### src/rtl/core/blfm_pkg.sv
// ---------------------------------------------------------------------------
// Battery level filter and monitor package
// Shared types, register codes, reset values and stage records.
// ---------------------------------------------------------------------------
package blfm_pkg;

  localparam int unsigned LEVEL_W        = 16;
  localparam int unsigned ALPHA_W        = 9;
  localparam int unsigned COUNT_W        = 4;
  localparam int unsigned CFG_IDX_W      = 3;
  localparam int unsigned CFG_DATA_W     = 16;

  localparam int unsigned RING_DEPTH_DEF = 8;
  localparam int unsigned ADC_BITS_DEF   = 12;
  localparam int unsigned FRAC_BITS_DEF  = 4;

  localparam logic [ALPHA_W-1:0] ALPHA_ONE = 9'd256;
  localparam logic [COUNT_W-1:0] RUN_MAX   = 4'd15;
  localparam logic [LEVEL_W-1:0] HOLD_MAX  = 16'hFFFF;

  typedef enum logic [CFG_IDX_W-1:0] {
    CFG_SENSE_PRESENT = 3'd0,
    CFG_GLITCH_STEP   = 3'd1,
    CFG_SMOOTH_ALPHA  = 3'd2,
    CFG_LOW_THRESHOLD = 3'd3,
    CFG_VALID_FLOOR   = 3'd4,
    CFG_ABSENT_LEVEL  = 3'd5,
    CFG_CONFIRM_COUNT = 3'd6,
    CFG_HOLDOFF_ITEMS = 3'd7
  } cfg_idx_e;

  typedef struct packed {
    logic                 sense_present;
    logic [LEVEL_W-1:0]   glitch_step;
    logic [ALPHA_W-1:0]   smooth_alpha;
    logic [LEVEL_W-1:0]   low_threshold;
    logic [LEVEL_W-1:0]   valid_floor;
    logic [LEVEL_W-1:0]   absent_level;
    logic [COUNT_W-1:0]   confirm_count;
    logic [LEVEL_W-1:0]   holdoff_items;
  } cfg_t;

  localparam cfg_t CFG_RESET = '{
    sense_present: 1'b1,
    glitch_step:   16'd320,
    smooth_alpha:  9'd64,
    low_threshold: 16'd36000,
    valid_floor:   16'd32000,
    absent_level:  16'd44000,
    confirm_count: 4'd5,
    holdoff_items: 16'd100
  };

  typedef enum logic [1:0] {
    LED_OFF   = 2'd0,
    LED_ON    = 2'd1,
    LED_BLINK = 2'd2
  } led_e;

  typedef enum logic [1:0] {
    FM_PRIME  = 2'd0,
    FM_KEEP   = 2'd1,
    FM_UPDATE = 2'd2
  } fmode_e;

  typedef struct packed {
    fmode_e mode;
    logic   link_up;
  } stage_ctrl_t;

  typedef struct packed {
    logic [LEVEL_W-1:0] filtered_level;
    logic               low_latched;
    led_e               led_mode;
  } result_t;

endpackage

### src/rtl/core/blfm_in_if.sv
// ---------------------------------------------------------------------------
// Sample input channel
// Carries one converter sample and the link flag per word.
// ---------------------------------------------------------------------------
interface blfm_in_if #(
  parameter int unsigned ADC_BITS = blfm_pkg::ADC_BITS_DEF
);
  logic                valid;
  logic                ready;
  logic [ADC_BITS-1:0] adc_code;
  logic                link_up;

  modport source (output valid, output adc_code, output link_up, input ready);
  modport sink   (input valid, input adc_code, input link_up, output ready);
endinterface

### src/rtl/core/blfm_out_if.sv
// ---------------------------------------------------------------------------
// Result output channel
// Carries the smoothed level, the low battery flag and the LED mode.
// ---------------------------------------------------------------------------
interface blfm_out_if;
  logic        valid;
  logic        ready;
  logic [15:0] filtered_level;
  logic        low_latched;
  logic [1:0]  led_mode;

  modport source (output valid, output filtered_level, output low_latched,
                  output led_mode, input ready);
  modport sink   (input valid, input filtered_level, input low_latched,
                  input led_mode, output ready);
endinterface

### src/rtl/core/blfm_filter.sv
// ---------------------------------------------------------------------------
// Slew limiter and ring sum stage
// Limits the sample against the last level, shifts it into the ring and
// keeps the running ring sum; the first word primes the whole ring.
// ---------------------------------------------------------------------------
module blfm_filter #(
  parameter  int unsigned RING_DEPTH = blfm_pkg::RING_DEPTH_DEF,
  parameter  int unsigned ADC_BITS   = blfm_pkg::ADC_BITS_DEF,
  parameter  int unsigned FRAC_BITS  = blfm_pkg::FRAC_BITS_DEF,
  localparam int unsigned SUM_W      = blfm_pkg::LEVEL_W + $clog2(RING_DEPTH)
) (
  input  logic                  clk_i,
  input  logic                  rst_ni,
  input  blfm_pkg::cfg_t        cfg_i,
  input  logic                  valid_i,
  input  logic [ADC_BITS-1:0]   adc_code_i,
  input  logic                  link_up_i,
  output logic                  ready_o,
  output logic                  valid_o,
  output blfm_pkg::stage_ctrl_t ctrl_o,
  output logic [SUM_W-1:0]      sum_o,
  input  logic                  ready_i
);

  localparam int unsigned LW  = blfm_pkg::LEVEL_W;
  localparam int unsigned EXT = ADC_BITS + LW;

  logic                  valid_q;
  logic                  primed_q, primed_d;
  logic [LW-1:0]         last_q, last_d;
  logic [LW-1:0]         ring_q [RING_DEPTH];
  logic [LW-1:0]         ring_d [RING_DEPTH];
  logic [SUM_W-1:0]      sum_q, sum_d;
  blfm_pkg::stage_ctrl_t ctrl_q, ctrl_d;

  logic [EXT-1:0] level_ext;
  logic [LW-1:0]  level;
  logic [LW-1:0]  prime_lvl;
  logic [LW-1:0]  lim;
  logic [LW:0]    up, rise, fall;
  logic [LW:0]    lim_up;
  logic           fire;

  assign ready_o = !valid_q || ready_i;
  assign fire    = valid_i && ready_o;

  assign level_ext = EXT'(adc_code_i) << FRAC_BITS;
  assign level     = level_ext[LW-1:0];
  assign prime_lvl = cfg_i.sense_present ? level : cfg_i.absent_level;

  assign up     = {cfg_i.glitch_step, 1'b0};
  assign rise   = {1'b0, level} - {1'b0, last_q};
  assign fall   = {1'b0, last_q} - {1'b0, level};
  assign lim_up = {1'b0, last_q} + up;

  always_comb begin
    if (level > last_q && rise > up) begin
      lim = lim_up[LW-1:0];
    end else if (level < last_q && fall > {1'b0, cfg_i.glitch_step}) begin
      lim = last_q - cfg_i.glitch_step;
    end else begin
      lim = level;
    end
  end

  always_comb begin
    ctrl_d.link_up = link_up_i;
    if (!primed_q) begin
      ctrl_d.mode = blfm_pkg::FM_PRIME;
    end else if (!cfg_i.sense_present) begin
      ctrl_d.mode = blfm_pkg::FM_KEEP;
    end else begin
      ctrl_d.mode = blfm_pkg::FM_UPDATE;
    end
  end

  always_comb begin
    primed_d = primed_q;
    last_d   = last_q;
    sum_d    = sum_q;
    for (int k = 0; k < RING_DEPTH; k++) begin
      ring_d[k] = ring_q[k];
    end
    if (fire) begin
      unique case (ctrl_d.mode)
        blfm_pkg::FM_PRIME: begin
          primed_d = 1'b1;
          last_d   = prime_lvl;
          sum_d    = SUM_W'(prime_lvl) * SUM_W'(RING_DEPTH);
          for (int k = 0; k < RING_DEPTH; k++) begin
            ring_d[k] = prime_lvl;
          end
        end
        blfm_pkg::FM_UPDATE: begin
          last_d    = lim;
          sum_d     = sum_q - SUM_W'(ring_q[RING_DEPTH-1]) + SUM_W'(lim);
          ring_d[0] = lim;
          for (int k = 1; k < RING_DEPTH; k++) begin
            ring_d[k] = ring_q[k-1];
          end
        end
        default: begin
        end
      endcase
    end
  end

  always_ff @(posedge clk_i or negedge rst_ni) begin
    if (!rst_ni) begin
      valid_q  <= 1'b0;
      primed_q <= 1'b0;
    end else begin
      primed_q <= primed_d;
      if (ready_o) begin
        valid_q <= valid_i;
      end
    end
  end

  always_ff @(posedge clk_i) begin
    last_q <= last_d;
    sum_q  <= sum_d;
    ring_q <= ring_d;
    if (fire) begin
      ctrl_q <= ctrl_d;
    end
  end

  assign valid_o = valid_q;
  assign ctrl_o  = ctrl_q;
  assign sum_o   = sum_q;

`ifndef SYNTHESIS
  a_primed_sticky: assert property (@(posedge clk_i) disable iff (!rst_ni)
    primed_q |=> primed_q)
    else $error("ring lost its primed state");
`endif

endmodule

### src/rtl/core/blfm_avg.sv
// ---------------------------------------------------------------------------
// Ring average stage
// Divides the ring sum by the ring depth through a reciprocal multiply.
// ---------------------------------------------------------------------------
module blfm_avg #(
  parameter  int unsigned RING_DEPTH = blfm_pkg::RING_DEPTH_DEF,
  localparam int unsigned SUM_W      = blfm_pkg::LEVEL_W + $clog2(RING_DEPTH)
) (
  input  logic                  clk_i,
  input  logic                  rst_ni,
  input  logic                  valid_i,
  input  blfm_pkg::stage_ctrl_t ctrl_i,
  input  logic [SUM_W-1:0]      sum_i,
  output logic                  ready_o,
  output logic                  valid_o,
  output blfm_pkg::stage_ctrl_t ctrl_o,
  output logic [blfm_pkg::LEVEL_W-1:0] avg_o,
  input  logic                  ready_i
);

  localparam int unsigned LW    = blfm_pkg::LEVEL_W;
  localparam int unsigned SHIFT = SUM_W + $clog2(RING_DEPTH);
  localparam int unsigned MW    = SUM_W + 2;
  localparam int unsigned PW    = SUM_W + MW;
  localparam logic [MW-1:0] RECIP =
    MW'(((64'd1 << SHIFT) + 64'(RING_DEPTH) - 64'd1) / 64'(RING_DEPTH));

  logic                  valid_q;
  blfm_pkg::stage_ctrl_t ctrl_q;
  logic [LW-1:0]         avg_q;
  logic [PW-1:0]         prod;
  logic                  fire;

  assign ready_o = !valid_q || ready_i;
  assign fire    = valid_i && ready_o;
  assign prod    = PW'(sum_i) * PW'(RECIP);

  always_ff @(posedge clk_i or negedge rst_ni) begin
    if (!rst_ni) begin
      valid_q <= 1'b0;
    end else if (ready_o) begin
      valid_q <= valid_i;
    end
  end

  always_ff @(posedge clk_i) begin
    if (fire) begin
      ctrl_q <= ctrl_i;
      avg_q  <= prod[SHIFT +: LW];
    end
  end

  assign valid_o = valid_q;
  assign ctrl_o  = ctrl_q;
  assign avg_o   = avg_q;

endmodule

### src/rtl/core/blfm_monitor.sv
// ---------------------------------------------------------------------------
// Smoother and low battery monitor stage
// Runs the exponential smoother, the holdoff counter and the low battery
// debounce, and holds the result word.
// ---------------------------------------------------------------------------
module blfm_monitor (
  input  logic                         clk_i,
  input  logic                         rst_ni,
  input  blfm_pkg::cfg_t               cfg_i,
  input  logic                         valid_i,
  input  blfm_pkg::stage_ctrl_t        ctrl_i,
  input  logic [blfm_pkg::LEVEL_W-1:0] avg_i,
  output logic                         ready_o,
  output logic                         valid_o,
  output blfm_pkg::result_t            res_o,
  input  logic                         ready_i
);

  localparam int unsigned LW = blfm_pkg::LEVEL_W;
  localparam int unsigned CW = blfm_pkg::COUNT_W;
  localparam int unsigned PW = 28;

  logic                     valid_q;
  logic [LW-1:0]            smooth_q, smooth_d;
  logic [LW-1:0]            hold_q, hold_d;
  logic [CW-1:0]            run_q, run_d;
  logic                     low_q, low_d;
  blfm_pkg::result_t        res_q, res_d;

  logic [blfm_pkg::ALPHA_W-1:0] alpha;
  logic signed [LW+1:0]     diff;
  logic signed [PW-1:0]     diff_x, alpha_x, prod, rnd, step;
  logic [CW-1:0]            run_inc;
  logic                     in_hold;
  blfm_pkg::led_e           led_link;
  logic                     fire;

  assign ready_o = !valid_q || ready_i;
  assign fire    = valid_i && ready_o;

  assign alpha   = (cfg_i.smooth_alpha > blfm_pkg::ALPHA_ONE) ?
                   blfm_pkg::ALPHA_ONE : cfg_i.smooth_alpha;
  assign diff    = $signed({2'b00, avg_i}) - $signed({2'b00, smooth_q});
  assign diff_x  = {{(PW-LW-2){diff[LW+1]}}, diff};
  assign alpha_x = {{(PW-blfm_pkg::ALPHA_W){1'b0}}, alpha};
  assign prod    = diff_x * alpha_x;
  assign rnd     = prod + 28'sd128;
  assign step    = rnd >>> 8;

  always_comb begin
    unique case (ctrl_i.mode)
      blfm_pkg::FM_PRIME:  smooth_d = avg_i;
      blfm_pkg::FM_UPDATE: smooth_d = smooth_q + step[LW-1:0];
      default:             smooth_d = smooth_q;
    endcase
  end

  assign in_hold  = hold_q < cfg_i.holdoff_items;
  assign hold_d   = (hold_q != blfm_pkg::HOLD_MAX) ? hold_q + 1'b1 : hold_q;
  assign run_inc  = (run_q != blfm_pkg::RUN_MAX) ? run_q + 1'b1 : run_q;
  assign led_link = ctrl_i.link_up ? blfm_pkg::LED_ON : blfm_pkg::LED_OFF;

  always_comb begin
    run_d = run_q;
    low_d = low_q;
    res_d.led_mode = led_link;
    priority if (smooth_d < cfg_i.valid_floor || in_hold) begin
      res_d.led_mode = led_link;
    end else if (low_q) begin
      res_d.led_mode = blfm_pkg::LED_BLINK;
    end else if (smooth_d <= cfg_i.low_threshold) begin
      if (run_inc >= cfg_i.confirm_count) begin
        low_d = 1'b1;
        run_d = '0;
      end else begin
        run_d = run_inc;
      end
    end else begin
      run_d = '0;
    end
    res_d.filtered_level = smooth_d;
    res_d.low_latched    = low_d;
  end

  always_ff @(posedge clk_i or negedge rst_ni) begin
    if (!rst_ni) begin
      valid_q <= 1'b0;
      hold_q  <= '0;
      run_q   <= '0;
      low_q   <= 1'b0;
    end else begin
      if (ready_o) begin
        valid_q <= valid_i;
      end
      if (fire) begin
        hold_q <= hold_d;
        run_q  <= run_d;
        low_q  <= low_d;
      end
    end
  end

  always_ff @(posedge clk_i) begin
    if (fire) begin
      smooth_q <= smooth_d;
      res_q    <= res_d;
    end
  end

  assign valid_o = valid_q;
  assign res_o   = res_q;

`ifndef SYNTHESIS
  a_low_sticky: assert property (@(posedge clk_i) disable iff (!rst_ni)
    low_q |=> low_q)
    else $error("low battery latch was released");

  a_run_idle_when_low: assert property (@(posedge clk_i) disable iff (!rst_ni)
    low_q |-> run_q == '0)
    else $error("debounce run still counting after latch");

  a_blink_needs_low: assert property (@(posedge clk_i) disable iff (!rst_ni)
    (valid_q && res_q.led_mode == blfm_pkg::LED_BLINK) |-> res_q.low_latched)
    else $error("blink shown without low battery");
`endif

endmodule

### src/rtl/core/battery_level_filter_monitor.sv
// ---------------------------------------------------------------------------
// Battery level filter and monitor
// Slew limits battery samples, averages them over a ring, smooths the
// average and debounces a low battery threshold that drives the LED mode.
//
//   Channel   Dir  Handshake       Word
//   in_if     in   valid/ready     adc_code, link_up
//   out_if    out  valid/ready     filtered_level, low_latched, led_mode
//   cfg       in   cfg_we_i        cfg_idx_i, cfg_wdata_i (no read-back)
//
// One word is taken every cycle while out_if takes results; each accepted
// word passes the input register, ring stage, average stage, and smoother and
// monitor stage with the result register.
// The smoother feedback through the alpha multiply sets the critical path.
// Reset clears all valid flags, the primed flag and the monitor counters.
// A stall on out_if backs up stage by stage; each stage still accepts a
// word while it is empty or the stage after it can take its word.
// ---------------------------------------------------------------------------
module battery_level_filter_monitor #(
  parameter int unsigned RING_DEPTH = blfm_pkg::RING_DEPTH_DEF,
  parameter int unsigned ADC_BITS   = blfm_pkg::ADC_BITS_DEF,
  parameter int unsigned FRAC_BITS  = blfm_pkg::FRAC_BITS_DEF
) (
  input  logic                              clk_i,
  input  logic                              rst_ni,
  input  logic                              cfg_we_i,
  input  logic [blfm_pkg::CFG_IDX_W-1:0]    cfg_idx_i,
  input  logic [blfm_pkg::CFG_DATA_W-1:0]   cfg_wdata_i,
  blfm_in_if.sink                           in_if,
  blfm_out_if.source                        out_if
);

  localparam int unsigned SUM_W = blfm_pkg::LEVEL_W + $clog2(RING_DEPTH);

  blfm_pkg::cfg_t        cfg_q, cfg_d;

  logic                  in_valid_q;
  logic [ADC_BITS-1:0]   in_code_q;
  logic                  in_link_q;

  logic                  flt_ready, flt_valid;
  blfm_pkg::stage_ctrl_t flt_ctrl;
  logic [SUM_W-1:0]      flt_sum;

  logic                  avg_ready, avg_valid;
  blfm_pkg::stage_ctrl_t avg_ctrl;
  logic [blfm_pkg::LEVEL_W-1:0] avg_level;

  logic                  mon_ready;
  blfm_pkg::result_t     mon_res;

  always_comb begin
    cfg_d = cfg_q;
    if (cfg_we_i) begin
      unique case (blfm_pkg::cfg_idx_e'(cfg_idx_i))
        blfm_pkg::CFG_SENSE_PRESENT: cfg_d.sense_present = cfg_wdata_i[0];
        blfm_pkg::CFG_GLITCH_STEP:   cfg_d.glitch_step   = cfg_wdata_i;
        blfm_pkg::CFG_SMOOTH_ALPHA:  cfg_d.smooth_alpha  =
                                       cfg_wdata_i[blfm_pkg::ALPHA_W-1:0];
        blfm_pkg::CFG_LOW_THRESHOLD: cfg_d.low_threshold = cfg_wdata_i;
        blfm_pkg::CFG_VALID_FLOOR:   cfg_d.valid_floor   = cfg_wdata_i;
        blfm_pkg::CFG_ABSENT_LEVEL:  cfg_d.absent_level  = cfg_wdata_i;
        blfm_pkg::CFG_CONFIRM_COUNT: cfg_d.confirm_count =
                                       cfg_wdata_i[blfm_pkg::COUNT_W-1:0];
        blfm_pkg::CFG_HOLDOFF_ITEMS: cfg_d.holdoff_items = cfg_wdata_i;
        default: begin
        end
      endcase
    end
  end

  always_ff @(posedge clk_i or negedge rst_ni) begin
    if (!rst_ni) begin
      cfg_q <= blfm_pkg::CFG_RESET;
    end else begin
      cfg_q <= cfg_d;
    end
  end

  assign in_if.ready = !in_valid_q || flt_ready;

  always_ff @(posedge clk_i or negedge rst_ni) begin
    if (!rst_ni) begin
      in_valid_q <= 1'b0;
    end else if (in_if.ready) begin
      in_valid_q <= in_if.valid;
    end
  end

  always_ff @(posedge clk_i) begin
    if (in_if.valid && in_if.ready) begin
      in_code_q <= in_if.adc_code;
      in_link_q <= in_if.link_up;
    end
  end

  blfm_filter #(
    .RING_DEPTH (RING_DEPTH),
    .ADC_BITS   (ADC_BITS),
    .FRAC_BITS  (FRAC_BITS)
  ) u_filter (
    .clk_i      (clk_i),
    .rst_ni     (rst_ni),
    .cfg_i      (cfg_q),
    .valid_i    (in_valid_q),
    .adc_code_i (in_code_q),
    .link_up_i  (in_link_q),
    .ready_o    (flt_ready),
    .valid_o    (flt_valid),
    .ctrl_o     (flt_ctrl),
    .sum_o      (flt_sum),
    .ready_i    (avg_ready)
  );

  blfm_avg #(
    .RING_DEPTH (RING_DEPTH)
  ) u_avg (
    .clk_i      (clk_i),
    .rst_ni     (rst_ni),
    .valid_i    (flt_valid),
    .ctrl_i     (flt_ctrl),
    .sum_i      (flt_sum),
    .ready_o    (avg_ready),
    .valid_o    (avg_valid),
    .ctrl_o     (avg_ctrl),
    .avg_o      (avg_level),
    .ready_i    (mon_ready)
  );

  blfm_monitor u_monitor (
    .clk_i      (clk_i),
    .rst_ni     (rst_ni),
    .cfg_i      (cfg_q),
    .valid_i    (avg_valid),
    .ctrl_i     (avg_ctrl),
    .avg_i      (avg_level),
    .ready_o    (mon_ready),
    .valid_o    (out_if.valid),
    .res_o      (mon_res),
    .ready_i    (out_if.ready)
  );

  assign out_if.filtered_level = mon_res.filtered_level;
  assign out_if.low_latched    = mon_res.low_latched;
  assign out_if.led_mode       = mon_res.led_mode;

endmodule
### src/flat_wrapper.sv
// flat-port wrapper written by rule: the top's interface ports become plain ports
module battery_level_filter_monitor_flat 
#(
  parameter int unsigned RING_DEPTH = blfm_pkg::RING_DEPTH_DEF,
  parameter int unsigned ADC_BITS   = blfm_pkg::ADC_BITS_DEF,
  parameter int unsigned FRAC_BITS  = blfm_pkg::FRAC_BITS_DEF
)
  (clk_i, rst_ni, cfg_we_i, cfg_idx_i, cfg_wdata_i, in_if_valid, in_if_adc_code, in_if_link_up, in_if_ready, out_if_valid, out_if_filtered_level, out_if_low_latched, out_if_led_mode, out_if_ready);
  blfm_in_if #(.ADC_BITS(ADC_BITS)) in_if_i ();
  blfm_out_if out_if_i ();
  input  logic clk_i;
  input  logic rst_ni;
  input  logic cfg_we_i;
  input  logic [blfm_pkg::CFG_IDX_W-1:0] cfg_idx_i;
  input  logic [blfm_pkg::CFG_DATA_W-1:0] cfg_wdata_i;
  input wire logic [$bits(in_if_i.valid)-1:0] in_if_valid;
  input wire logic [$bits(in_if_i.adc_code)-1:0] in_if_adc_code;
  input wire logic [$bits(in_if_i.link_up)-1:0] in_if_link_up;
  output wire logic [$bits(in_if_i.ready)-1:0] in_if_ready;
  output wire logic [$bits(out_if_i.valid)-1:0] out_if_valid;
  output wire logic [$bits(out_if_i.filtered_level)-1:0] out_if_filtered_level;
  output wire logic [$bits(out_if_i.low_latched)-1:0] out_if_low_latched;
  output wire logic [$bits(out_if_i.led_mode)-1:0] out_if_led_mode;
  input wire logic [$bits(out_if_i.ready)-1:0] out_if_ready;
  assign in_if_i.valid = in_if_valid;
  assign in_if_i.adc_code = in_if_adc_code;
  assign in_if_i.link_up = in_if_link_up;
  assign in_if_ready = in_if_i.ready;
  assign out_if_valid = out_if_i.valid;
  assign out_if_filtered_level = out_if_i.filtered_level;
  assign out_if_low_latched = out_if_i.low_latched;
  assign out_if_led_mode = out_if_i.led_mode;
  assign out_if_i.ready = out_if_ready;
  battery_level_filter_monitor #(.RING_DEPTH(RING_DEPTH), .ADC_BITS(ADC_BITS), .FRAC_BITS(FRAC_BITS)) u_core (.clk_i(clk_i), .rst_ni(rst_ni), .cfg_we_i(cfg_we_i), .cfg_idx_i(cfg_idx_i), .cfg_wdata_i(cfg_wdata_i), .in_if(in_if_i), .out_if(out_if_i));
endmodule
### config.mk
export PLATFORM = sky130hd
export DESIGN_NAME = battery_level_filter_monitor_flat
export DESIGN_NICKNAME = d
export VERILOG_FILES = /design/src/rtl/core/blfm_pkg.sv /design/src/rtl/core/blfm_in_if.sv /design/src/rtl/core/blfm_out_if.sv /design/src/rtl/core/blfm_filter.sv /design/src/rtl/core/blfm_avg.sv /design/src/rtl/core/blfm_monitor.sv /design/src/rtl/core/battery_level_filter_monitor.sv /design/src/flat_wrapper.sv
export SDC_FILE = /design/constraint.sdc
export NUM_CORES = 1
export LEC_CHECK = 0
export BUFFER_PORTS_ARGS = -buffer_cell sky130_fd_sc_hd__buf_2
export CORE_MARGIN = 2
export CORE_UTILIZATION = 37
export DETAILED_ROUTE_END_ITERATION = 8
export PLACE_DENSITY = 0.62
export SETUP_SLACK_MARGIN = 0.3
export SYNTH_ARGS = -nofsm -noshare
export SYNTH_HDL_FRONTEND = slang
export SYNTH_SLANG_ARGS = --single-unit
### constraint.sdc
create_clock -name clk_i -period 15.27 [get_ports clk_i]
set_clock_uncertainty 0.05 [all_clocks]
set_input_delay 1.527 -clock clk_i [delete_from_list [all_inputs] [get_ports clk_i]]
set_output_delay 1.527 -clock clk_i [all_outputs]
set_load 0.02 [all_outputs]
# ---- Yosys cells after proc, flatten, opt, wreduce, memory -nomap -nowiden
# Cells that the tools add are included.
dict set report totals {
  out_inout_bits 21
  word_cells 121
  reg_bits 337
  inputBits 37
}
dict set report classes {
  n_addsub 11
  magnitude_cmp 9
  multipliers 1
  n_reduce_logical 31
  n_bitwise 2
  eq_ne 11
  mux 20
}
# cell count
set ops {}
lappend ops {{$pmux 128 s2} 1}
lappend ops {{$pmux 16 s2} 2}
lappend ops {{$sub 16x16->17} 3}
lappend ops {{$lt 16x16->1} 3}
lappend ops {{$mux 16} 3}
lappend ops {{$pmux 19 s2} 1}
lappend ops {{$add 16x16->16} 2}
lappend ops {{$add 24x9->24 const B} 1}
lappend ops {{$mul 17x10->24} 1}
lappend ops {{$reduce_and 2->1} 11}
lappend ops {{$add 19x16->19} 1}
lappend ops {{$sub 19x16->19} 1}
lappend ops {{$gt 17x16->1} 1}
lappend ops {{$gt 17x17->1} 1}
lappend ops {{$add 16x1->16 const B} 1}
lappend ops {{$gt 16x16->1} 1}
lappend ops {{$le 16x16->1} 1}
lappend ops {{$ne 16x16->1 const B} 1}
lappend ops {{$sub 16x16->16} 1}
lappend ops {{$eq 3x3->1 const B} 4}
lappend ops {{$mux 4} 3}
lappend ops {{$gt 9x9->1 const B} 1}
lappend ops {{$mux 9} 1}
lappend ops {{$mux 2} 4}
lappend ops {{15 further kinds} 35}

# ---- Logic depth before layout (Yosys ltp)
dict set report depth {
  ltp_word 10
  ltp_mapped 46
  depth_no_buf 46
}

# ---- Modules after synthesis
# Synthesis repeated with hierarchy kept, for this count alone.
dict set report hier_totals {
  hier_cells 2499
  area_unflattened_um2 25512.0
}
# mod n_inst seq_area_each_um2 cells_each area_each_um2
set by_module_without_submodules {}
lappend by_module_without_submodules {blfm_filter 1 4554.4 1102 10875.4}
lappend by_module_without_submodules {blfm_monitor 1 1121.1 1149 9823.2}
lappend by_module_without_submodules {battery_level_filter_monitor 1 2802.7 225 4189.0}
lappend by_module_without_submodules {blfm_avg 1 595.6 23 624.3}

# ---- Worst setup path after synthesis
# OpenSTA, ideal clock, no wires.
dict set report synth_timing {
  kind {register -> register}
  startpoint {register u_core.u_monitor.res_o[3] (netlist name)}
  endpoint {register u_core.u_monitor.run_q[0]}
  period_less_slack_ns 9.809
  path_slack_ns 5.461
  stages_incl_launch_ff 43
  arrival_time_ns 9.641
  setup_ns 0.118
  path_buffers 0
  t_required_ns 15.102
  cell_sequence {edfxtp_1 -> ha_1 -> fa_1 -> nor2b_1 -> o31a_1 -> o21ai_0 -> o21bai_1 -> xor2_1 -> nand2_1 -> fa_1 -> fa_1 -> inv_1 -> fa_1 -> fa_1 -> inv_1 -> fa_1 -> inv_1 -> ha_1 -> [7 not listed] -> nor2b_1 -> ha_1 -> nor2b_1 -> o21bai_1 -> o21ai_0 -> nand2b_1 -> a21oi_1 -> xor2_1 -> xnor2_1 -> o21ai_1 -> ha_1 -> nand4_1 -> a2111oi_0 -> a21o_1 -> o211a_1 -> nand2_1 -> o21bai_1 -> a21o_1}
}
# element line_no
set synth_lines {}
lappend synth_lines {{end signal, assigned} blfm_monitor.sv:97} ;# run_q <= run_d;
lappend synth_lines {{end, declared} blfm_monitor.sv:26} ;# logic [CW-1:0] run_q, run_d;

==> metrics.cfg <==
[place]
last_weighted_congestion_value_of_the_routability_driven_placer = 0.9223
hpwl_microns = 49640
placement.io_buffers = 57

[floorplan]
design.core.area_sq_um = 66920
chipWidth_microns = 263.3
initial_core_util = 0.3717
fp.dieArea_sq_um = 69320
rows = 95
design.portCount = 58
die_h_microns = 263.3

[global_routing]
number_of_antenna_violations_at_the_first_check_in_global_routing = 5
globalRouteTotalUtil = 0.1894
global_route.overflow_total = 0
pin_count_of_the_biggest_net_entering_global_routing = 96
grt_pass1_wl_microns = 103500
grt_pass1_vias = 18320

[cts]
worst_skew_pair.late_latency_ns = 0.57
post-cts-setup-buffer-count = 0
cts_hold_buffers = 0
tritoncts = built
cts_max_path_buffers = 3
root_buffer = sky130_fd_sc_hd__clkbuf_16
reg_clk_slew_reported_paths_ns = 0.06
cts_max_level = 2
cts-buffers-inserted = 38
postCtsResizedCells = 0
clock_sinks = 321

[yosys]
synthTopCellsByArea = sky130_fd_sc_hd__edfxtp_1 (24%), sky130_fd_sc_hd__ha_1 (13%), sky130_fd_sc_hd__fa_1 (11%)
synthesis.area_per_instance_sq_um = 10.17
synth-async-reset-ratio = 0.3738
post_synth_inst_count = 2445
netlist.area_leader.share = 0.2426
synthDistinctLibCells = 82
ys.flop_type = sky130_fd_sc_hd__edfxtp_1
synth_nets = 2873
list_of_most_frequent_post_synthesis_cells = sky130_fd_sc_hd__inv_1 (348), sky130_fd_sc_hd__ha_1 (253), sky130_fd_sc_hd__nand2_1 (250)
synth_top_cell_by_area = sky130_fd_sc_hd__edfxtp_1
synth-warning-count = 0
synth_seq_cells = 321
number_of_flops_mapped_to_enable_cells_by_yosys = 201
synth.most_common_cell = sky130_fd_sc_hd__inv_1
ys_seq_area_frac = 0.3648
synth_area_sq_um = 24880

[routing]
number_of_nets_with_antenna_violations_after_detailed_routing = 0
drc_errors = 0
via_count = 17740
postRouteWirelength_microns = 64650
post_drt_via_cell_ratio = 5.212
drt_first_pass_iters = 5
wl_per_cell_microns = 18.99
drt_first_iter_violations = 1195

[timing]
final.min_clock_period_ns = 10.90
timing.max_slew.rel_slack = 0.2475
final-setup-viol-count = 0
timing.final.max_slew_violations = 0
worst_pin_slew_ns = 1.121
grt_setup_unrepaired = false
achievable-frequency_ghz = 0.09178
setup_tns_ns = 0
post-route-period-util = 0.7135
hold_viol_final = 0

[finish]
multi_input_area_sq_um = 14220
seq_area_sq_um = 9074
area_growth_pct = 9.984
drive_gt1_frac = 0.1063
num-fill-cells = 6464
finalNetCount = 2928

[setup_path]
end_kind = flop
crit_path_max_fanout = 8
cp-start-kind = flop
setup.worst_path.class = flop to flop
critical_path_arrival_ns = 11.36
critical-path-top-cell-by-count = sky130_fd_sc_hd__fa_1
worst-endpoint-required_ns = 15.73
timing.critical_path.slowest_stage_cell = sky130_fd_sc_hd__a2111oi_0
worst_path_largest_cell_delay_ns = 0.62

[min_path]
min_path_type = flop to flop

[run]
maxCapViolCount = 0

[run_status]
run_status = finished, final reports clean

[state kept, by name (all words and copies together), names as in the netlist, 3 cells and up]
register / cells
u_core.u_monitor.res_o: 19
u_core.u_monitor.run_q: 4
u_core.u_avg.ctrl_o: 3
u_core.u_filter.sum_o: 19
u_core.u_avg.avg_o: 16
u_core.u_filter.ring_q: 112
u_core.u_monitor.hold_q: 16
u_core.u_filter.ctrl_o: 3
u_core.in_code_q: 12
u_core.u_filter.last_q: 16
u_core.cfg_q: 94
[cell usage in the layout, fill, tap and decap left out, types with 8 or more instances in the layout]
cell / instances
sky130_fd_sc_hd__o21a_1: 27
sky130_fd_sc_hd__clkbuf_16: 38
sky130_fd_sc_hd__nand2b_1: 39
sky130_fd_sc_hd__mux2_2: 65
sky130_fd_sc_hd__o21ai_1: 16
sky130_fd_sc_hd__buf_4: 27
sky130_fd_sc_hd__nor2_1: 124
sky130_fd_sc_hd__nand4_1: 20
sky130_fd_sc_hd__nand2_1: 250
sky130_fd_sc_hd__o21bai_1: 18
sky130_fd_sc_hd__xor2_1: 36
sky130_fd_sc_hd__edfxtp_1: 201
sky130_fd_sc_hd__a211oi_1: 12
sky130_fd_sc_hd__buf_2: 56
sky130_fd_sc_hd__nor3_1: 26
sky130_fd_sc_hd__and2_1: 22
sky130_fd_sc_hd__o21ai_2: 8
sky130_fd_sc_hd__dfrtp_1: 92
sky130_fd_sc_hd__a21o_1: 129
sky130_fd_sc_hd__inv_1: 348
sky130_fd_sc_hd__and3_1: 13
sky130_fd_sc_hd__xnor2_1: 94
sky130_fd_sc_hd__a21boi_0: 9
sky130_fd_sc_hd__mux2i_1: 13
sky130_fd_sc_hd__o21ai_0: 106
sky130_fd_sc_hd__or3_1: 12
sky130_fd_sc_hd__nor2b_1: 50
sky130_fd_sc_hd__clkbuf_1: 11
sky130_fd_sc_hd__a21oi_1: 85
sky130_fd_sc_hd__dfstp_2: 28
sky130_fd_sc_hd__fa_1: 138
sky130_fd_sc_hd__ha_1: 253
sky130_fd_sc_hd__a31oi_1: 11
sky130_fd_sc_hd__nand3_1: 18
[path summary, 6_finish.rpt]
check,to,depth (start not counted),slack (ns),start
max,u_core.u_monitor.run_q[0]$_DFFE_PN0P_,41,4.37,u_core.u_monitor.res_o[3]$_DFFE_PP_
min,u_core.u_avg.ctrl_o[1]$_DFFE_PP_,0,0.38,u_core.u_filter.ctrl_o[1]$_DFFE_PP_
max reg2reg,u_core.u_monitor.run_q[0]$_DFFE_PN0P_,41,4.37,u_core.u_monitor.res_o[3]$_DFFE_PP_
min reg2reg,u_core.u_avg.ctrl_o[1]$_DFFE_PP_,0,0.38,u_core.u_filter.ctrl_o[1]$_DFFE_PP_
max in group asynchronous,u_core.cfg_q[69]$_DFFE_PN0P_,2,12.75,rst_ni
min in group asynchronous,u_core.cfg_q[30]$_DFFE_PN0P_,1,0.93,rst_ni
[worst max-delay path, delay by kind of cell, from the launching register on]
family                     cells  cell delay (ns)
buffers and inverters          3             0.16
adders and majority gates     10             4.27
DFF                            1             0.44
AOI/OAI and AO/OA             17             3.95
and+or+nand+nor                8             1.34
xor gates and xnor gates       3             0.67
[layout make-up]
class                   count  area share
diodes                      1  0.00009146
clock buffers              52     0.03777
clock inverters            18    0.005259
inverters                 350     0.04806
multi-input cells        1706      0.5196
flip-flops and latches    321      0.3316
well taps                 873     0.03992
repair buffers             83     0.01765
[metrics by stage]
stage | setup WS (ns) | area (sq um) | hold WS [ns] | utilization | cells
finish | 4.374 | 27360 | 0.3825 | 0.4088 | 3404
global route | 3.579 | 27360 | 0.4072 | 0.4088 | 3403
CTS | 4.461 | 27360 | 0.3777 | 0.4088 | 3403
detailed placement | 4.491 | 26180 | 0.3635 | 0.3912 | 3333
global placement | 4.766 | 26180 | 0.3577 | 0.3912 | 3333
floorplan | 5.461 | 24880 | 0.3503 | - | 2445
[routing by layer]
metal	GRT usage	share of wire
met5	0	0
met1	0.2508	0.44
met4	0.06131	0.033
met3	0.02245	0.048
met2	0.3230	0.48
[kinds of logic after synthesis]
family,Yosys count,synth area share
simple gates,610,0.1161
buf+inv,418,0.06448
flops,321,0.3648
xor+xnor,130,0.04577
compound gates,497,0.1360
fa+ha+maj,391,0.2383
mux,78,0.03465
Power is not shown: default switching activity piles up to over one toggle a cycle in this logic, so the estimate is an artifact.
